### config.mk
export PLATFORM = sky130hd
export DESIGN_NAME = route_table_with_aging_unit
export DESIGN_NICKNAME = d
export VERILOG_FILES = /design/src/rtl/core/rtwa_pkg.sv /design/src/rtl/core/route_table_with_aging_unit.sv /design/src/rtl/core/rtwa_table.sv /design/src/rtl/core/rtwa_seq.sv
export VERILOG_INCLUDE_DIRS = /design/src /design/src/rtl/core
export SDC_FILE = /design/constraint.sdc
export NUM_CORES = 2
export LEC_CHECK = 0
export BUFFER_PORTS_ARGS = -buffer_cell sky130_fd_sc_hd__buf_4
export CORE_UTILIZATION = 56
export DETAILED_ROUTE_END_ITERATION = 10
export GPL_TIMING_DRIVEN = 0
export PLACE_DENSITY = 0.84
export SLEW_MARGIN = 15
export SYNTH_ARGS = -nofsm -noshare
export SYNTH_HDL_FRONTEND = slang
export SYNTH_SLANG_ARGS = --single-unit
### constraint.sdc
create_clock -name clk -period 10.5 [get_ports clk]
set_input_delay 0.525 -clock clk [delete_from_list [all_inputs] [get_ports clk]]
set_output_delay 0.525 -clock clk [all_outputs]
set_load 0.05 [all_outputs]
### src/rtl/core/route_table_with_aging_unit_assert.svh
// Assertion macros for the route table with aging unit.
`ifndef ROUTE_TABLE_WITH_AGING_UNIT_ASSERT_SVH
`define ROUTE_TABLE_WITH_AGING_UNIT_ASSERT_SVH

`ifndef SYNTHESIS
`define RTWA_ASSERT(lbl, prop, msg) \
  lbl: assert property (@(posedge clk) disable iff (!rst_n) prop) else $error(msg);
`define RTWA_ASSERT_NEXT(lbl, ante, cons, msg) \
  lbl: assert property (@(posedge clk) disable iff (!rst_n) ante |=> cons) else $error(msg);
`else
`define RTWA_ASSERT(lbl, prop, msg)
`define RTWA_ASSERT_NEXT(lbl, ante, cons, msg)
`endif

`endif

### src/rtl/core/rtwa_pkg.sv
// Shared types and constants of the route table with aging unit.
`default_nettype none

package rtwa_pkg;

  localparam int unsigned TABLE_ENTRIES_DEF = 16;
  localparam logic [31:0] TIMEOUT_RESET     = 32'd600000;
  localparam int unsigned COUNT_OUT_W       = 5;

  typedef enum logic [1:0] {
    FUNC_ADD     = 2'd0,
    FUNC_FIND    = 2'd1,
    FUNC_REFRESH = 2'd2,
    FUNC_AGE     = 2'd3
  } func_t;

  localparam logic [1:0] STATUS_OK        = 2'd0;
  localparam logic [1:0] STATUS_NOT_FOUND = 2'd1;
  localparam logic [1:0] STATUS_FULL      = 2'd2;

  typedef struct packed {
    logic [31:0]        seen;
    logic signed [7:0]  strength;
    logic [7:0]         hops;
    logic [15:0]        hop;
    logic [15:0]        dest;
  } route_t;

  typedef struct packed {
    logic [31:0]        now_time;
    logic signed [7:0]  strength_in;
    logic [7:0]         hops_in;
    logic [15:0]        hop_addr_in;
    logic [15:0]        dest_addr;
  } req_t;

  typedef struct packed {
    logic [COUNT_OUT_W-1:0] entry_count;
    logic [31:0]            seen_out;
    logic signed [7:0]      strength_out;
    logic [7:0]             hops_out;
    logic [15:0]            hop_addr_out;
    logic [1:0]             status;
  } result_t;

endpackage

`default_nettype wire

### src/rtl/core/route_table_with_aging_unit.sv
// Top level of the route table with aging unit.
`default_nettype none
`include "route_table_with_aging_unit_assert.svh"

// Keeps an ordered, packed table of up to TABLE_ENTRIES routes in a memory with one registered
// read port and applies one add, find, refresh or age-out operation per item. The sequencer
// walks the table one entry at a time, reading each entry from memory and then comparing it.
// The walk visits entries up to the match for add, find and refresh, and all valid entries
// for age-out and for a miss. The result is registered on the output, and the block accepts
// the next item from the cycle in which that result appears. While an earlier result still
// waits on out_tready the block holds its own result back and stays busy. The table needs no
// clearing pass after reset. Configuration writes are accepted in every cycle but should only
// be made while no item is in flight.
module route_table_with_aging_unit #(
  parameter int unsigned TABLE_ENTRIES = rtwa_pkg::TABLE_ENTRIES_DEF
) (
  input  wire logic        clk,
  input  wire logic        rst_n,
  input  wire logic        in_tvalid,
  output logic             in_tready,
  // dest_addr[15:0], hop_addr_in[31:16], hops_in[39:32], strength_in[47:40],
  // now_time[79:48]
  input  wire logic [79:0] in_tdata,
  // func[1:0]
  input  wire logic [1:0]  in_tuser,
  output logic             out_tvalid,
  input  wire logic        out_tready,
  // status[1:0], hop_addr_out[17:2], hops_out[25:18], strength_out[33:26],
  // seen_out[65:34], entry_count[70:66], zero[71]
  output logic [71:0]      out_tdata,
  input  wire logic        cfg_valid,
  output logic             cfg_ready,
  input  wire logic [31:0] cfg_data
);
  import rtwa_pkg::*;

  localparam int unsigned IDX_W = (TABLE_ENTRIES > 1) ? $clog2(TABLE_ENTRIES) : 1;
  localparam int unsigned CNT_W = $clog2(TABLE_ENTRIES + 1);

  logic [31:0]      timeout_r;
  logic             out_valid_r, out_valid_nxt;
  result_t          out_data_r;

  logic             start;
  logic             out_free;
  logic             idle;
  logic             res_valid;
  result_t          res;
  logic [CNT_W-1:0] used_count;
  logic             rd_en;
  logic [IDX_W-1:0] rd_addr;
  route_t           rd_data;
  logic             wr_en;
  logic [IDX_W-1:0] wr_addr;
  route_t           wr_data;

  assign in_tready     = idle;
  assign start         = in_tvalid && in_tready;
  assign out_free      = !out_valid_r || out_tready;
  assign out_valid_nxt = res_valid || (out_valid_r && !out_tready);
  assign cfg_ready     = 1'b1;

  always_ff @(posedge clk) begin
    if (!rst_n) begin
      timeout_r   <= TIMEOUT_RESET;
      out_valid_r <= 1'b0;
    end else begin
      out_valid_r <= out_valid_nxt;
      if (cfg_valid && cfg_ready) begin
        timeout_r <= cfg_data;
      end
    end
  end

  always_ff @(posedge clk) begin
    if (res_valid) begin
      out_data_r <= res;
    end
  end

  assign out_tvalid = out_valid_r;
  assign out_tdata  = {1'b0, out_data_r};

  rtwa_seq #(
    .TABLE_ENTRIES(TABLE_ENTRIES)
  ) u_seq (
    .clk        (clk),
    .rst_n      (rst_n),
    .start      (start),
    .op_func    (func_t'(in_tuser)),
    .op_req     (req_t'(in_tdata)),
    .timeout    (timeout_r),
    .out_free   (out_free),
    .idle       (idle),
    .res_valid  (res_valid),
    .res        (res),
    .used_count (used_count),
    .rd_en      (rd_en),
    .rd_addr    (rd_addr),
    .rd_data    (rd_data),
    .wr_en      (wr_en),
    .wr_addr    (wr_addr),
    .wr_data    (wr_data)
  );

  rtwa_table #(
    .TABLE_ENTRIES(TABLE_ENTRIES)
  ) u_table (
    .clk     (clk),
    .wr_en   (wr_en),
    .wr_addr (wr_addr),
    .wr_data (wr_data),
    .rd_en   (rd_en),
    .rd_addr (rd_addr),
    .rd_data (rd_data)
  );

  `RTWA_ASSERT(a_used_bound, used_count <= CNT_W'(TABLE_ENTRIES), "Route count exceeds table size.")
  `RTWA_ASSERT_NEXT(a_busy_after_accept, in_tvalid && in_tready, !in_tready, "Ready after accept.")
  `RTWA_ASSERT(a_status_code, !out_tvalid || out_tdata[1:0] != 2'd3, "Illegal status code.")
  `RTWA_ASSERT(a_load_when_free, !res_valid || !out_valid_r || out_tready, "Result overwritten.")

endmodule

`default_nettype wire

### src/rtl/core/rtwa_table.sv
// Route entry memory with one write port and one registered read port.
`default_nettype none

module rtwa_table #(
  parameter int unsigned TABLE_ENTRIES = rtwa_pkg::TABLE_ENTRIES_DEF,
  localparam int unsigned IDX_W = (TABLE_ENTRIES > 1) ? $clog2(TABLE_ENTRIES) : 1
) (
  input  wire logic             clk,
  input  wire logic             wr_en,
  input  wire logic [IDX_W-1:0] wr_addr,
  input  wire rtwa_pkg::route_t wr_data,
  input  wire logic             rd_en,
  input  wire logic [IDX_W-1:0] rd_addr,
  output rtwa_pkg::route_t      rd_data
);
  import rtwa_pkg::*;

  route_t mem_r [TABLE_ENTRIES];
  route_t rd_data_r;

  always_ff @(posedge clk) begin
    if (wr_en) begin
      mem_r[wr_addr] <= wr_data;
    end
    if (rd_en) begin
      rd_data_r <= mem_r[rd_addr];
    end
  end

  assign rd_data = rd_data_r;

endmodule

`default_nettype wire

### src/rtl/core/rtwa_seq.sv
// Sequencer that walks the route memory and applies one operation per item.
`default_nettype none

module rtwa_seq #(
  parameter int unsigned TABLE_ENTRIES = rtwa_pkg::TABLE_ENTRIES_DEF,
  localparam int unsigned IDX_W = (TABLE_ENTRIES > 1) ? $clog2(TABLE_ENTRIES) : 1,
  localparam int unsigned CNT_W = $clog2(TABLE_ENTRIES + 1)
) (
  input  wire logic             clk,
  input  wire logic             rst_n,
  input  wire logic             start,
  input  wire rtwa_pkg::func_t  op_func,
  input  wire rtwa_pkg::req_t   op_req,
  input  wire logic [31:0]      timeout,
  input  wire logic             out_free,
  output logic                  idle,
  output logic                  res_valid,
  output rtwa_pkg::result_t     res,
  output logic [CNT_W-1:0]      used_count,
  output logic                  rd_en,
  output logic [IDX_W-1:0]      rd_addr,
  input  wire rtwa_pkg::route_t rd_data,
  output logic                  wr_en,
  output logic [IDX_W-1:0]      wr_addr,
  output rtwa_pkg::route_t      wr_data
);
  import rtwa_pkg::*;

  typedef enum logic [3:0] {
    ST_IDLE  = 4'b0001,
    ST_SCAN  = 4'b0010,
    ST_CHECK = 4'b0100,
    ST_DONE  = 4'b1000
  } state_t;

  state_t           state_r, state_nxt;
  logic [CNT_W-1:0] k_r, k_nxt;
  logic [CNT_W-1:0] wptr_r, wptr_nxt;
  logic [CNT_W-1:0] used_r, used_nxt;
  result_t          res_r, res_nxt;
  func_t            func_r;
  req_t             req_r;

  logic             hit;
  logic [31:0]      age;
  logic             stale;
  route_t           new_entry;
  route_t           upd_entry;

  always_ff @(posedge clk) begin
    if (!rst_n) begin
      state_r <= ST_IDLE;
      used_r  <= '0;
    end else begin
      state_r <= state_nxt;
      used_r  <= used_nxt;
    end
  end

  always_ff @(posedge clk) begin
    k_r    <= k_nxt;
    wptr_r <= wptr_nxt;
    res_r  <= res_nxt;
    if (start && idle) begin
      func_r <= op_func;
      req_r  <= op_req;
    end
  end

  always_comb begin
    hit   = (rd_data.dest == req_r.dest_addr);
    age   = req_r.now_time - rd_data.seen;
    stale = (age > timeout);

    new_entry.dest     = req_r.dest_addr;
    new_entry.hop      = req_r.hop_addr_in;
    new_entry.hops     = req_r.hops_in;
    new_entry.strength = req_r.strength_in;
    new_entry.seen     = req_r.now_time;

    upd_entry          = rd_data;
    upd_entry.strength = req_r.strength_in;
    upd_entry.seen     = req_r.now_time;
  end

  always_comb begin
    state_nxt = state_r;
    k_nxt     = k_r;
    wptr_nxt  = wptr_r;
    used_nxt  = used_r;
    res_nxt   = res_r;
    rd_en     = 1'b0;
    rd_addr   = k_r[IDX_W-1:0];
    wr_en     = 1'b0;
    wr_addr   = k_r[IDX_W-1:0];
    wr_data   = new_entry;
    res_valid = 1'b0;

    case (state_r)
      ST_IDLE: begin
        if (start) begin
          k_nxt     = '0;
          wptr_nxt  = '0;
          res_nxt   = '0;
          state_nxt = ST_SCAN;
        end
      end
      ST_SCAN: begin
        if (k_r < used_r) begin
          rd_en     = 1'b1;
          state_nxt = ST_CHECK;
        end else begin
          state_nxt = ST_DONE;
          case (func_r)
            FUNC_ADD: begin
              if (used_r < CNT_W'(TABLE_ENTRIES)) begin
                wr_en    = 1'b1;
                wr_addr  = used_r[IDX_W-1:0];
                used_nxt = used_r + CNT_W'(1);
              end else begin
                res_nxt.status = STATUS_FULL;
              end
            end
            FUNC_FIND, FUNC_REFRESH: begin
              res_nxt.status = STATUS_NOT_FOUND;
            end
            FUNC_AGE: begin
              used_nxt = wptr_r;
            end
            default: begin
              res_nxt.status = STATUS_OK;
            end
          endcase
        end
      end
      ST_CHECK: begin
        if (func_r == FUNC_AGE) begin
          if (!stale) begin
            wr_en    = 1'b1;
            wr_addr  = wptr_r[IDX_W-1:0];
            wr_data  = rd_data;
            wptr_nxt = wptr_r + CNT_W'(1);
          end
          k_nxt     = k_r + CNT_W'(1);
          state_nxt = ST_SCAN;
        end else if (hit) begin
          state_nxt = ST_DONE;
          case (func_r)
            FUNC_ADD: begin
              wr_en = (req_r.hops_in < rd_data.hops);
            end
            FUNC_FIND: begin
              res_nxt.hop_addr_out = rd_data.hop;
              res_nxt.hops_out     = rd_data.hops;
              res_nxt.strength_out = rd_data.strength;
              res_nxt.seen_out     = rd_data.seen;
            end
            FUNC_REFRESH: begin
              wr_en                = 1'b1;
              wr_data              = upd_entry;
              res_nxt.hop_addr_out = upd_entry.hop;
              res_nxt.hops_out     = upd_entry.hops;
              res_nxt.strength_out = upd_entry.strength;
              res_nxt.seen_out     = upd_entry.seen;
            end
            default: begin
              wr_en = 1'b0;
            end
          endcase
        end else begin
          k_nxt     = k_r + CNT_W'(1);
          state_nxt = ST_SCAN;
        end
      end
      ST_DONE: begin
        if (out_free) begin
          res_valid = 1'b1;
          state_nxt = ST_IDLE;
        end
      end
      default: begin
        state_nxt = ST_IDLE;
      end
    endcase
  end

  always_comb begin
    res             = res_r;
    res.entry_count = COUNT_OUT_W'(used_r);
  end

  assign idle       = (state_r == ST_IDLE);
  assign used_count = used_r;

endmodule

`default_nettype wire

## Word level (Yosys, flattened, before mapping)

Memory sizes are Yosys's and may differ from the RTL's. A register that Yosys moved wholly into a read port is not among the register bits.
Cells that the tools add are included.

| storage, ports and cells | value |
|---|---|
| register bits | 271 |
| RAM bits | 1280 |
| input port bits | 119 |
| output and inout bits | 75 |
| memories | 1 |

| operators by class | value |
|---|---|
| add/sub/neg operators | 4 |
| magnitude comparators | 4 |
| eq/ne operators | 20 |
| mux-type cells | 49 |
| bitwise logic cells | 1 |
| reduce and logical (&&, ||, !) cells | 18 |

Memory list:

| name | words | width | rd ports | clocked after Yosys merged registers in | write ports | line | source |
|---|---|---|---|---|---|---|---|
| u_table.mem_r | 16 | 80 | 1 | 1 | 1 | rtwa_table.sv:18 | `route_t mem_r [TABLE_ENTRIES];` |

Operators by type and width:

| cell | count |
|---|---|
| $pmux 64 s2 | 2 |
| $mux 80 | 3 |
| $mux 64 | 2 |
| $mux 40 | 2 |
| $mux 66 | 1 |
| $mux 4 | 10 |
| $gt 32x32->1 | 1 |
| $sub 32x32->32 | 1 |
| $mux 5 | 6 |
| $pmux 5 s2 | 3 |
| $eq 16x16->1 | 1 |
| $pmux 4 s4 | 1 |
| $add 5x1->5 const B | 3 |
| $mux 1 | 12 |
| $reduce_and 5->1 | 2 |
| $ne 3x3->1 const B | 3 |
| $lt 8x8->1 | 1 |
| $ne 2x1->1 const B | 4 |
| $ne 2x2->1 const B | 4 |
| $pmux 2 s2 | 2 |
| $pmux 4 s2 | 1 |
| $reduce_and 4->1 | 2 |
| $reduce_bool 2->1 | 3 |
| $lt 5x5->1 | 1 |
| 18 further kinds | 25 |

## Logic depth before layout (Yosys ltp)

| depth | value |
|---|---|
| depth in word-level cells | 7 |
| mapped depth | 23 |

## Cells and area by module

A second synthesis with hierarchy kept.

| unflattened totals | value |
|---|---|
| cells, all modules | 3448 |
| area total of the unflattened synthesis | 65863.2 sq um |

Modules (own cells, without submodules):

| module | times used | cells each | area an instance (sq um) | seq. area each (sq um) |
|---|---|---|---|---|
| rtwa_table | 1 | 2054 | 50223.2 | 40839.2 |
| rtwa_seq | 1 | 1211 | 12218.0 | 4924.7 |
| route_table_with_aging_unit | 1 | 183 | 3422.0 | 2792.7 |

## Worst setup path after synthesis

No wires, ideal clock.

| path | value |
|---|---|
| path kind | register to register |
| start point | register u_seq.req_r, in the netlist u_seq.new_entry[60] |
| end point | memory u_table.mem_r[4][0] (netlist name), enable pin |
| data arrival time | 9799 ps |
| setup slack | 85 ps |
| stages on the path, launching flop included | 21 |
| path buffers | 0 |
| clock period less this slack | 10415 ps |
| cell sequence | edfxtp_1 ha_1 a21o_1 a21o_1 a2111oi_2 nor3b_1 a311oi_1 nand2_1 a21o_1 a21oi_1 xnor2_1 ha_1 a21o_1 nand3_1 a31oi_1 a2111oi_2 o22ai_2 nand2_1 o2bb2ai_1 a221o_1 nor3_1 |

| on the way | value |
|---|---|
| word-level cells in the longest chain between the ends | 7 |

RTL lines:

| what | line | source |
|---|---|---|
| from (decl) | rtwa_seq.sv:42 | `req_t req_r;` |
| from (signal assigned) | rtwa_seq.sv:66 | `req_r <= op_req;` |
| $sub 32x32->32 * | rtwa_seq.sv:72 | `age = req_r.now_time - rd_data.seen;` |
| $gt 32x32->1 * | rtwa_seq.sv:73 | `stale = (age > timeout);` |
| $mux 1 | rtwa_seq.sv:138 | `if (!stale) begin` |
| $mux 1 | rtwa_seq.sv:137 | `if (func_r == FUNC_AGE) begin` |
| $pmux 1 s2 | rtwa_seq.sv:99 | `case (state_r)` |
| $mux 1 | rtwa_table.sv:22 | `if (wr_en) begin` |
| $mux 1 (implied by the code) | rtwa_table.sv:23 | `mem_r[wr_addr] <= wr_data;` |
| to (decl) | rtwa_table.sv:18 |  |

Mark *: on every way between the ends. The rest lies on a longest branch, timed or not.

## Final worst setup path

| path | value |
|---|---|
| start point | register u_seq.req_r, in the netlist u_seq.new_entry[49] |
| end point | memory u_table.mem_r[11][18] (netlist name), enable pin |

Same word-level chain as after synthesis.

==> metrics.md <==
| Metric | Value |
|---|---|
| Run status | finished, final reports clean |
| DIE AREA | 0.116 mm² |
| Slew at the pin closest to its max-slew limit | 1.38 ns |
| Multi-input logic area | 0.0147 mm² |
| RSZ-0062 raised after global routing | no |
| Largest net degree at the start of global routing | 46 |
| Slew headroom | 8.31% |
| GP Congestion | slightly below 0.9 |
| Pre-CTS WS | 2.40 ns |
| Fin. Hold Viols | 0 |
| Min-Delay Path Class | primary input to register |
| DRT Pass-1 Iters | 9 |
| Slowest cell on crit path | a21oi_2 |
| Max Cap Violations | 0 |
| P&R area growth vs syn | 17.7% |
| Most frequent cells in the layout | 1589 x edfxtp_1, 400 x mux4_2, 334 x buf_4 |
| CTS sink count | 1631 |
| Required @ worst endpoint | 10.96 ns |
| Remaining Overflow, GRT | 0 |
| Vias in the first global route | 37900 |
| Final setup violation count | 0 |
| Post-Syn Nets | 3153 |
| Fin Hold WS | 0.0354 ns |
| GRT Overall Usage | 34.8% |
| Most frequent cell on the critical path | buf_4 |
| TritonCTS Buffers | 153 |
| Post-synth cell types | 73 |
| CTS tree | yes |
| CP arrival | around 9.7 ns |
| CP Max Fanout | 8 |
| Setup CP Type | register to register |
| Routed WL | 201000 µm |
| Vias per Instance | between 7 and 8 |
| Wire per inst | 38.5 µm |
| Seq cells post-synth | approximately 1600 |
| EDFF count, synth | 1589 |
| Max IR drop VDD | 0.115 mV |
| Detail Route Antenna Nets | 0 |
| Slew Limit Fails | 0 |
| Antenna violations before repair | 10 |
| Top-level I/O count | a little under 200 |
| Core Area | 0.113 mm² |
| CP peak stage delay | 0.99 ns |
| Via Count | 37400 |
| Die width | roughly 340 µm |
| Setup TNS | 0 ns |
| Clock slew at reported path FFs | 0.07 ns |
| Layout net count | about 3800 |
| Avg Cell Area, Syn | 21.7 µm² |
| Seq. cell area | 0.0486 mm² |
| YS warnings | 0 |
| Post-Place Cells | 4860 |
| HPWL after DPL | 113000 µm |
| Layout cell share with drive strength beyond 1 | 30.6% |
| Vert. Die Dim | 340 µm |
| Pwr/cell area | about 190 mW/mm² |
| Worst setup EP type | register |
| Post-Syn Area | 0.0639 mm² |
| Fillers | 6326 |
| DRC errors left | 0 |
| Cells along the critical path | ha_1, nor2b_1, o2111ai_1, a21boi_0, a31oi_1, nand4b_1, a21oi_1, nor3_2, nor2_1, xor2_1, ha_1, nand4_1, nor4_1, nand4_1, a21oi_2, nand3b_1, nand3_1, nor3_2, buf_4, buf_6, buf_4, buf_4, buf_4 |
| Synthesized instance count | between 2000 and 3000 |
| Clock Latency Late Sink | between 0.7 and 0.8 ns |
| Setup Buffers After CTS | 0 |
| Final WS setup | around 1.2 ns |
| Setup crit start kind | register |
| H-tree depth | 4 |
| Initial core utilization | 56.7% |
| First-pass GRT wire length | 280000 µm |
| Clk buf depth | 3 |
| Fmax | 108 MHz |
| Root buf cell | clkbuf_16 |
| Leading cell type in the layout, fill and taps excluded | edfxtp_1 |
| Tot Pwr | 14.0 mW |
| Post-synthesis async set-or-reset flop share | 0% |
| IO Port Bufs | 190 |
| Critical path's top delay family | simple AND/OR/NAND/NOR gates |
| Buf+Inv Stages, Crit Path | 5 |
| Cell Count, Final, Fillers Out | 5224 |
| Seq/Total Area, Yosys | 75.9% |
| Row cnt | around 120 |
| Tcrit/Tclk final | about nine tenths |
| Worst Skew | 0.0454 ns |
| Leakage power figure | 25.1 nW |
| Ys flop type | edfxtp_1 |
| Starting DRC count in detailed routing | 7161 |
| Crit path time final | 9.26 ns |
## cells in the mapped netlist, drive strengths merged (6+ instances only)
master	instances	area, µm²
a21o	25	188
mux4	400	9010
nand2b	7	43.8
nor2b	33	206
nand4	10	62.6
inv	85	319
buf	42	191
nand3	20	100
a31oi	8	50.1
mux2i	65	651
nor2	85	322
and2	27	169
mux2	80	901
dfxtp	42	841
a21oi	30	158
xnor2	20	175
o21ai	27	135
a211oi	9	77.6
clkbuf	86	323
o211ai	11	82.6
edfxtp	1589	47700
and3	6	37.5
xor2	30	263
nor3	25	130
nand3b	7	52.6
o21a	7	52.6
nand2	36	135
ha	80	1000
## where the power goes
| part | total [mW] | internal, mW | switching (mW) |
|---|---|---|---|
| clock network | 5.66 | 3.11 | 2.55 |
| registers | 7.32 | 7.26 | 0.0603 |
| logic | 1.03 | 0.410 | 0.620 |
## state kept, by name, summed over array words and instances, names as in the netlist
signal / cells
u_seq.new_entry: 80
u_seq.res: 66
u_seq.func_r: 2
timeout_r: 32
u_table.mem_r: 1280
out_tdata: 71
out_tvalid: 1
u_seq.state_r: 4
u_seq.used_count: 5
u_table.rd_data: 80
u_seq.k_r: 5
u_seq.wptr_r: 5
## repair_timing
action	in CTS	in global routing
hold buffers	88	0
resized for setup	0	0
endpoints found under the hold margin	88	0
## stage by stage
step | utilization, % | cell area [µm²]
after floorplan | - | 63900
after global placement | 59.6 | 67300
after detailed placement | 61.6 | 69500
after CTS | 66.7 | 75200
after global routing | 66.7 | 75300
final | 66.7 | 75300
## worst paths after layout
check	start	to	slack, ns	depth (start not counted)
hold / removal	cfg_data[21]	timeout_r[21]	0.04	3
hold reg to reg	u_seq.res[44]	out_tdata[44]	0.42	0
setup / recovery	u_seq.new_entry[49]	u_table.mem_r[11][18]	1.24	23
setup reg to reg	u_seq.new_entry[49]	u_table.mem_r[11][18]	1.24	23
## worst reg2reg max path, cell delays in order (launching register included)
cell       delay (ns)
edfxtp_1         0.58
ha_1             0.39
nor2b_1          0.30
o2111ai_1        0.23
a21boi_0         0.85
a31oi_1          0.59
nand4b_1         0.39
a21oi_1          0.32
nor3_2           0.09
nor2_1           0.17
xor2_1           0.11
ha_1             0.30
nand4_1          0.13
nor4_1           0.64
nand4_1          0.51
a21oi_2          1.00
nand3b_1         0.32
nand3_1          0.26
nor3_2           0.63
buf_4            0.32
buf_6            0.16
buf_4            0.18
buf_4            0.23
buf_4            0.24
## layer usage
metal / global-route usage [%] / wire length [µm] / up-vias
li1: - / - / 13500
met1: 42.6 / 61600 / 18300
met2: 55.2 / 95300 / 4474
met3: 9.28 / 28300 / 1134
met4: 22.4 / 15600 / 10
met5: 0 / 54 / -
## final cells by class
| cell class | instances | share of cell area [%] |
|---|---|---|
| diodes | 3 | 0.00997 |
| plain buffers | 128 | 0.720 |
| clock buffers | 189 | 5.42 |
| clock inverters | 84 | 1.09 |
| inverters | 85 | 0.431 |
| multi-input cells | 1109 | 19.5 |
| flip-flops and latches | 1631 | 64.5 |
| well taps | 1500 | 2.49 |
| repair buffers | 495 | 5.84 |
## logic make-up (layout without fill, tap and decap cells)
logic type               count (synthesis)  in the layout  synth area share, %
buffers and inverters                  213            981                 1.30
XOR/XNOR                                50             50                0.685
adder cells (fa/ha/maj)                 81             81                 1.60
multiplexers                           545            545                 16.5
AO/OA/AOI/OAI                          156            156                 1.75
flip-flops                            1631           1631                 75.9
other                                    2              5               0.0117
AND/OR/NAND/NOR                        275            275                 2.21
(Power assumes the default switching activity.)
